[config.mk]
export PLATFORM = sky130hd
export DESIGN_NAME = sector_cut_disc_ring_raster_top
export DESIGN_NICKNAME = d
export VERILOG_FILES = /design/src/hdl/scdr_pkg.sv /design/src/hdl/scdr_front.sv /design/src/hdl/scdr_back.sv /design/src/hdl/sector_cut_disc_ring_raster_top.sv
export SDC_FILE = /design/constraint.sdc
export NUM_CORES = 1
export LEC_CHECK = 0
export BUFFER_PORTS_ARGS = -buffer_cell sky130_fd_sc_hd__buf_2
export CAP_MARGIN = 20
export CORE_MARGIN = 5
export CORE_UTILIZATION = 55
export CTS_CLUSTER_DIAMETER = 40
export CTS_CLUSTER_SIZE = 16
export DETAILED_ROUTE_END_ITERATION = 7
export GPL_ROUTABILITY_DRIVEN = 0
export PLACE_DENSITY_LB_ADDON = 0.05
export SYNTH_ARGS = -nofsm -noshare
export SYNTH_HDL_FRONTEND = slang
export SYNTH_SLANG_ARGS = --single-unit
export TNS_END_PERCENT = 20
[constraint.sdc]
create_clock -name clk -period 15.05 [get_ports clk]
set_input_delay 1.505 -clock clk [delete_from_list [all_inputs] [get_ports clk]]
set_output_delay 1.505 -clock clk [all_outputs]
set_load 0.03 [all_outputs]
[src/hdl/scdr_pkg.sv]
package scdr_pkg;
  localparam int MAX_RADIUS_DEF = 15;
  localparam int MASK_W = 61;
  localparam logic [7:0] COLS_RST = 8'd60;
  localparam logic [7:0] ROWS_RST = 8'd22;

  typedef enum logic [0:0] {
    REG_COLS = 1'b0,
    REG_ROWS = 1'b1
  } reg_idx_t;

  typedef enum logic [1:0] {
    ST_IDLE,
    ST_SCAN,
    ST_EMIT
  } scan_st_t;

  typedef struct packed {
    logic       kind;
    logic signed [7:0] cx;
    logic signed [7:0] cy;
    logic [3:0] r;
    logic [3:0] w;
    logic [4:0] steps;
  } req_t;

  // quadrant a,b and angle <= 15*steps test on vector (x,y), both nonzero overall
  function automatic logic angle_le(input logic signed [6:0] x, input logic signed [6:0] y,
                                    input logic [5:0] steps);
    logic signed [7:0] a;
    logic signed [7:0] b;
    logic [2:0] q;
    logic [5:0] base;
    logic [5:0] m;
    logic signed [15:0] aa3;
    logic signed [8:0] t;
    logic res;
    if (x > 0 && y >= 0) begin
      a = 8'(x); b = 8'(y); q = 3'd0;
    end else if (x <= 0 && y > 0) begin
      a = 8'(y); b = -8'(x); q = 3'd1;
    end else if (x < 0 && y <= 0) begin
      a = -8'(x); b = -8'(y); q = 3'd2;
    end else begin
      a = -8'(y); b = 8'(x); q = 3'd3;
    end
    base = 6'(q) * 6'd6;
    m = steps - base;
    aa3 = 16'(a) * 16'(a) * 16'sd3;
    res = 1'b0;
    if (steps < base) res = 1'b0;
    else if (steps >= base + 6'd6) res = 1'b1;
    else begin
      unique case (m)
        6'd0: res = (b == 0);
        6'd1: begin
          t = 9'(2 * 9'(a)) - 9'(b);
          res = (t >= 0) && (16'(t) * 16'(t) >= aa3);
        end
        6'd2: res = (16'sd3 * 16'(b) * 16'(b) <= 16'(a) * 16'(a));
        6'd3: res = (b <= a);
        6'd4: res = (16'(b) * 16'(b) <= aa3);
        default: begin
          t = 9'(b) - 9'(2 * 9'(a));
          res = (t <= 0) || (16'(t) * 16'(t) <= aa3);
        end
      endcase
    end
    return res;
  endfunction
endpackage

[src/hdl/scdr_front.sv]
module scdr_front #(
  parameter int MAX_RADIUS = scdr_pkg::MAX_RADIUS_DEF
) (
  input  logic               clk,
  input  logic               rst_n,
  input  logic               in_valid,
  output logic               in_ready,
  input  scdr_pkg::req_t     in_req,
  output logic               q_valid,
  input  logic               q_ready,
  output scdr_pkg::req_t     q_req
);
  import scdr_pkg::*;
  // two-entry queue; radius saturated on entry
  req_t buf_r [2];
  req_t buf_nxt_d;
  logic [1:0] cnt_r, cnt_nxt;
  logic wp_r, rp_r;
  logic push, pop;

  assign in_ready = (cnt_r != 2'd2);
  assign q_valid  = (cnt_r != 2'd0);
  assign q_req    = buf_r[rp_r];
  assign push = in_valid && in_ready;
  assign pop  = q_valid && q_ready;

  always_comb begin
    buf_nxt_d = in_req;
    if (32'(in_req.r) > MAX_RADIUS) buf_nxt_d.r = 4'(MAX_RADIUS);
    cnt_nxt = cnt_r + 2'(push) - 2'(pop);
  end

  always_ff @(posedge clk) begin
    if (!rst_n) begin
      cnt_r <= '0; wp_r <= 1'b0; rp_r <= 1'b0;
    end else begin
      cnt_r <= cnt_nxt;
      if (push) wp_r <= ~wp_r;
      if (pop) rp_r <= ~rp_r;
    end
    if (push) buf_r[wp_r] <= buf_nxt_d;
  end
endmodule

[src/hdl/scdr_back.sv]
module scdr_back (
  input  logic                         clk,
  input  logic                         rst_n,
  input  logic [7:0]                   cols,
  input  logic [7:0]                   rows,
  input  logic                         q_valid,
  output logic                         q_ready,
  input  scdr_pkg::req_t               q_req,
  output logic                         out_valid,
  input  logic                         out_ready,
  output logic signed [8:0]            out_row_index,
  output logic signed [8:0]            out_first_col,
  output logic [scdr_pkg::MASK_W-1:0]  out_pixel_mask,
  output logic                         out_row_visible,
  output logic                         out_last_row
);
  import scdr_pkg::*;
  scan_st_t st_r, st_nxt;
  req_t req_r;
  logic [4:0] ro_r;
  logic [5:0] co_r;
  logic [MASK_W-1:0] acc_r;
  logic ov_r;

  logic signed [6:0] c, vy, dy;
  logic signed [4:0] inner;
  logic [11:0] d, o4, i4;
  logic signed [9:0] row, col;
  logic vis, drawn, origin, row_end, pix_on;
  logic [4:0] r2;
  logic [5:0] span;

  assign span = {1'b0, req_r.r, 1'b0};
  assign r2 = {req_r.r, 1'b0};
  always_comb begin
    c = 7'(co_r) - 7'(span);
    dy = 7'(ro_r) - 7'(req_r.r);
    vy = 7'(dy <<< 1);
    d = 12'(14'(c) * 14'(c) + 14'(vy) * 14'(vy));
    o4 = 12'(req_r.r) * 12'(req_r.r) * 12'd4;
    inner = 5'(req_r.r) - 5'(req_r.w);
    i4 = 12'(10'(inner) * 10'(inner)) * 12'd4;
    origin = (c == 0) && (dy == 0);
    row = 10'(req_r.cy) + 10'(dy);
    col = 10'(req_r.cx) + 10'(c);
    vis = (row >= 0) && (row < $signed({2'b0, rows}));
    if (d > o4) drawn = 1'b0;
    else if (!req_r.kind) drawn = !(origin || angle_le(c, vy, {1'b0, req_r.steps}));
    else if (inner > 0 && d < i4) drawn = 1'b0;
    else if (origin) drawn = 1'b1;
    // ring cut only reaches past the first quadrant
    else drawn = !(!(c > 0 && vy >= 0) && angle_le(c, vy, 6'(req_r.steps) + 6'd6));
    pix_on = drawn && vis && col >= 0 && col < $signed({2'b0, cols});
    row_end = (co_r == {req_r.r, 2'b0});
  end

  // next state
  always_comb begin
    st_nxt = st_r;
    unique case (st_r)
      ST_IDLE: if (q_valid) st_nxt = ST_SCAN;
      ST_SCAN: if (row_end && !(ov_r && !out_ready)) st_nxt = ST_EMIT;
      ST_EMIT: st_nxt = (ro_r == r2) ? ST_IDLE : ST_SCAN;
      default: st_nxt = ST_IDLE;
    endcase
  end

  // outputs
  always_comb begin
    q_ready = (st_r == ST_IDLE);
    out_valid = ov_r;
  end

  always_ff @(posedge clk) begin
    if (!rst_n) begin
      st_r <= ST_IDLE; ov_r <= 1'b0;
    end else begin
      st_r <= st_nxt;
      if (out_valid && out_ready) ov_r <= 1'b0;
      if (st_r == ST_EMIT) ov_r <= 1'b1;
    end
    unique case (st_r)
      ST_IDLE: begin
        req_r <= q_req; ro_r <= '0; co_r <= '0; acc_r <= '0;
      end
      ST_SCAN: begin
        if (!(row_end && ov_r && !out_ready)) begin
          acc_r[co_r] <= pix_on;
          if (!row_end) co_r <= co_r + 6'd1;
        end
      end
      ST_EMIT: begin
        out_row_index <= 9'(row);
        out_first_col <= 9'(10'(req_r.cx) - 10'(span));
        out_pixel_mask <= acc_r;
        out_row_visible <= vis;
        out_last_row <= (ro_r == r2);
        ro_r <= ro_r + 5'd1; co_r <= '0; acc_r <= '0;
      end
      default: ;
    endcase
  end
endmodule

[src/hdl/sector_cut_disc_ring_raster_top.sv]
// channel | handshake              | payload
// in      | in_valid / in_ready    | figure, centre, radius, band, cut
// out     | out_valid / out_ready  | row, first column, mask, flags
// cfg     | psel/penable/pwrite    | canvas columns and rows
// the back scan unit tests one pixel per cycle while the output is not stalled,
// and takes a new request only when idle; a two-entry queue holds waiting requests.
// reset clears queue, scan state and sets canvas to 60 by 22.
// a stalled output holds the scan at the row's last pixel.
module sector_cut_disc_ring_raster_top #(
  parameter int MAX_RADIUS = scdr_pkg::MAX_RADIUS_DEF
) (
  input  logic        clk,
  input  logic        rst_n,
  input  logic        in_valid,
  output logic        in_ready,
  input  logic        in_figure_kind,
  input  logic signed [7:0] in_centre_col,
  input  logic signed [7:0] in_centre_row,
  input  logic [3:0]  in_outer_radius,
  input  logic [3:0]  in_band_width,
  input  logic [4:0]  in_cut_steps,
  output logic        out_valid,
  input  logic        out_ready,
  output logic signed [8:0] out_row_index,
  output logic signed [8:0] out_first_col,
  output logic [60:0] out_pixel_mask,
  output logic        out_row_visible,
  output logic        out_last_row,
  input  logic        psel,
  input  logic        penable,
  input  logic        pwrite,
  input  logic [2:0]  paddr,
  input  logic [31:0] pwdata,
  output logic [31:0] prdata,
  output logic        pready
);
  import scdr_pkg::*;
  logic [7:0] cols_r, rows_r;
  req_t in_req, q_req;
  logic q_valid, q_ready;
  reg_idx_t widx;

  assign pready = 1'b1;
  assign widx = reg_idx_t'(paddr[2]);
  assign prdata = (paddr[1:0] != 2'b0) ? 32'd0 :
                  (widx == REG_COLS) ? {24'd0, cols_r} : {24'd0, rows_r};

  always_ff @(posedge clk) begin
    if (!rst_n) begin
      cols_r <= COLS_RST; rows_r <= ROWS_RST;
    end else if (psel && penable && pwrite && paddr[1:0] == 2'b0) begin
      if (widx == REG_COLS) cols_r <= pwdata[7:0];
      else rows_r <= pwdata[7:0];
    end
  end

  assign in_req = '{kind: in_figure_kind, cx: in_centre_col, cy: in_centre_row,
                    r: in_outer_radius, w: in_band_width, steps: in_cut_steps};

  scdr_front #(.MAX_RADIUS(MAX_RADIUS)) u_front (
    .clk, .rst_n, .in_valid, .in_ready, .in_req,
    .q_valid, .q_ready, .q_req
  );

  scdr_back u_back (
    .clk, .rst_n, .cols(cols_r), .rows(rows_r), .q_valid, .q_ready, .q_req,
    .out_valid, .out_ready, .out_row_index, .out_first_col, .out_pixel_mask,
    .out_row_visible, .out_last_row
  );
endmodule

==> results.cfg <==
[placement]
hpwl_mm = 57.7
port_buffers = 138
place_area_mm2 = 0.0330

[sta]
grt_setup_unrepaired = no
final_max_slew_viol_count = 0
worst-slew-pin-transition_ns = 1.05
relSlewSlack_pct = 29.9
fmax_mhz = 70.6
min_period_ns = 14.16
period_share_pct = 94.1
hold_ws_ns = 0.451
setup_viol = 0
setup_tns_ns = 0
hold_viol = 0
clock_skew_ns = 0.0204

[worst_setup_path]
cp-end-kind = flip-flop
worstPathRequired_ns = 15.33
regToRegStartpoint = u_back.r2[2]
max_stage_delay_ns = 0.59
worst_path_max_delay_cell = a21boi_1
worstPathMaxFanout = 61
cp-start-kind = flip-flop
rrSetupSlack_ns = 0.89
crit_arrival_ns = 14.43
r2r-end = u_back.acc_r[0]
reg2reg_depth = 55
path_class = reg2reg

[routing]
dr.pass1.iters = 5
route.detailed.drc = 0
routed_wl_mm = 71.3
wire_per_inst_um = 17.3
vias_per_cell = 5.39
vias = 22200
drt_first_iter_violations = 1292
ant_nets = 0

[synthesis]
muxShareOfSynthArea_pct = 2.15
postSynthCellCount = 3169
synthFlopType = edfxtp_1
synth-edff-count = 243
syn-cell-area_mm2 = 0.0314
synthArstFlopShare_pct = 0
synth-simple-area-share_pct = 11.2
synth_xor_area_share_pct = 6.04
yosysUniqueCellTypes = 85
syn_area_per_cell_um2 = 9.90
yosysWarnings = 0
ys_seq_elements = 266
synth_top_family_by_area = adder cells
synth_seq_area_share_pct = 24.7
synthAdderAreaFrac_pct = 37.8
synth-compound-area-share_pct = 9.63

[grt]
grt_pass1_wl_mm = 118
grt_pass1_vias = 22800
grt_start_max_net_pins = 82
top_usage_layer = met2
grt_util_met2_pct = 38.1
grt_use_met1_pct = 33.4
grt_use_met3_pct = 2.95
gr-total-overflow = 0
antenna_found_initial = 0
track_usage_pct = 23.0

[final_layout]
final_layout_size_suffix_gt1_share_pct = 10.9
seq_area_mm2 = 0.00776
multi_input_area_mm2 = 0.0211
n_antenna_cell = 0
layout_common_cells = inv_1, ha_1, fa_1, nor2_1, edfxtp_1
layout_commonest_cell = inv_1
area_growth_pct = 8.50
finalInstanceArea_mm2 = 0.0340
fillers = 4887
nNetsFinal = 4151

[status]
status = complete, no violations

[clock_tree]
clock_path_buffers = 3
cts_buffers = 28
cts-htree-levels = 1
clk_latency_ns = 0.55
cts-root-buf = clkbuf_16
ctsHoldBuffers = 0
cts_tree = done
cts.sinks = 266
clk_pin_slew_ns = 0.07

[floorplan]
coreArea_mm2 = 0.0565
start_util_pct = 55.5
pin_count = 188
die_x_um = 249
rows = 87
die_y_um = 249
dieArea_mm2 = 0.0619

[min_path]
hold_end = u_back.out_pixel_mask[16]
holdPathStages = 0
hold_class = reg2reg
hp-start = u_back.acc_r[16]

[job]
maxCapViolCount = 0
==> worst max-delay path by stage <==
stage	startpoint	endpoint	slack, ns
final	u_back.r2[2]	u_back.acc_r[0]	0.89
after global routing	u_back.r2[2]	u_back.acc_r[0]	0.02
after CTS	u_back.r2[2]	u_back.acc_r[0]	1.03
after detailed placement	u_back.r2[2]	u_back.acc_r[0]	1.11
after global placement	u_back.r2[2]	u_back.acc_r[0]	1.28
after floorplan	u_back.r2[2]	u_back.acc_r[31]	2.84
==> metrics by stage <==
step                      util [%]  setup slack (ns)  instances
after floorplan                  -              2.84       3204
after global placement        58.5              1.28       4055
after detailed placement      58.5              1.11       4055
after CTS                     60.2              1.03       4106
after global routing          60.3            0.0164       4110
final                         60.3             0.893       4110
==> state kept, by name (all words and copies together), names as in the netlist, 2 cells and up <==
register,cells
u_back.out_first_col,9
u_front.buf_r,60
u_back.r2,4
u_back.ro_r,5
u_back.st_r,2
cols_r,8
rows_r,8
u_back.acc_r,61
u_back.out_pixel_mask,61
u_back.out_row_index,9
u_front.cnt_r,2
u_back.co_r,6
u_back.req_r,26
==> final cells by class <==
| class | count | share of cell area, % |
|---|---|---|
| multi-input cells | 2271 | 62.1 |
| flip-flops and latches | 266 | 22.8 |
| inverters | 584 | 6.44 |
| repair buffers | 182 | 3.08 |
| well taps | 756 | 2.78 |
| clock buffers | 32 | 2.16 |
| clock inverters | 19 | 0.639 |
==> metal layers <==
layer,part of all wire (%),wire (µm),vias up
met2,47,33400,450
met1,47,33400,10900
met3,4.9,3510,78
li1,-,-,10700
met5,0,0,-
met4,1.5,1050,0
==> cells by family after synthesis <==
kind of cell | count (synthesis)
AND/OR/NAND/NOR | 767
multiplexers | 62
adder cells (fa/ha/maj) | 748
other | 2
flip-flops | 266
XOR/XNOR | 210
buffers and inverters | 667
AO/OA/AOI/OAI | 447
==> cells in the mapped netlist, types with 11 or more instances <==
master | count | share of area (%)
a21oi_1 | 127 | 2.0
nand2b_1 | 23 | 0.46
nand3_1 | 87 | 1.4
buf_4 | 26 | 0.62
ha_1 | 412 | 16
a211oi_1 | 16 | 0.38
nand2_1 | 212 | 2.5
clkbuf_1 | 37 | 0.44
o21bai_1 | 27 | 0.65
and3_1 | 13 | 0.26
fa_1 | 334 | 21
inv_1 | 567 | 6.8
mux2i_1 | 29 | 0.93
nand4_1 | 14 | 0.28
or2_2 | 11 | 0.22
edfxtp_1 | 243 | 23
and2_1 | 16 | 0.32
o21ai_2 | 50 | 1.4
dfxtp_1 | 23 | 1.5
nor2b_1 | 35 | 0.70
mux2_2 | 32 | 1.1
o21ai_1 | 15 | 0.24
o21a_1 | 14 | 0.33
nor3_1 | 51 | 0.81
nor2_1 | 264 | 3.2
xor2_1 | 43 | 1.2
o21ai_0 | 59 | 0.94
a21o_1 | 51 | 1.2
xnor2_1 | 162 | 4.5
o22ai_1 | 12 | 0.24
==> critical path, delay by kind of cell, from the launching register on <==
family / cells / cell delay [ns]
xor gates and xnor gates: 3 / 0.72
adders and majority gates: 10 / 4.28
and+or+nand+nor: 7 / 1.42
DFF: 1 / 0.33
AOI/OAI and AO/OA: 22 / 4.52
muxes: 1 / 0.31
buffers and inverters: 12 / 2.11
==> repair_timing <==
item,4_1_cts,5_1_grt
gates resized for setup,0,2
endpoints found under the setup margin,0,9
setup buffers,0,0
Power is not shown: default switching activity piles up to over one toggle a cycle in this logic, so the estimate is an artifact.
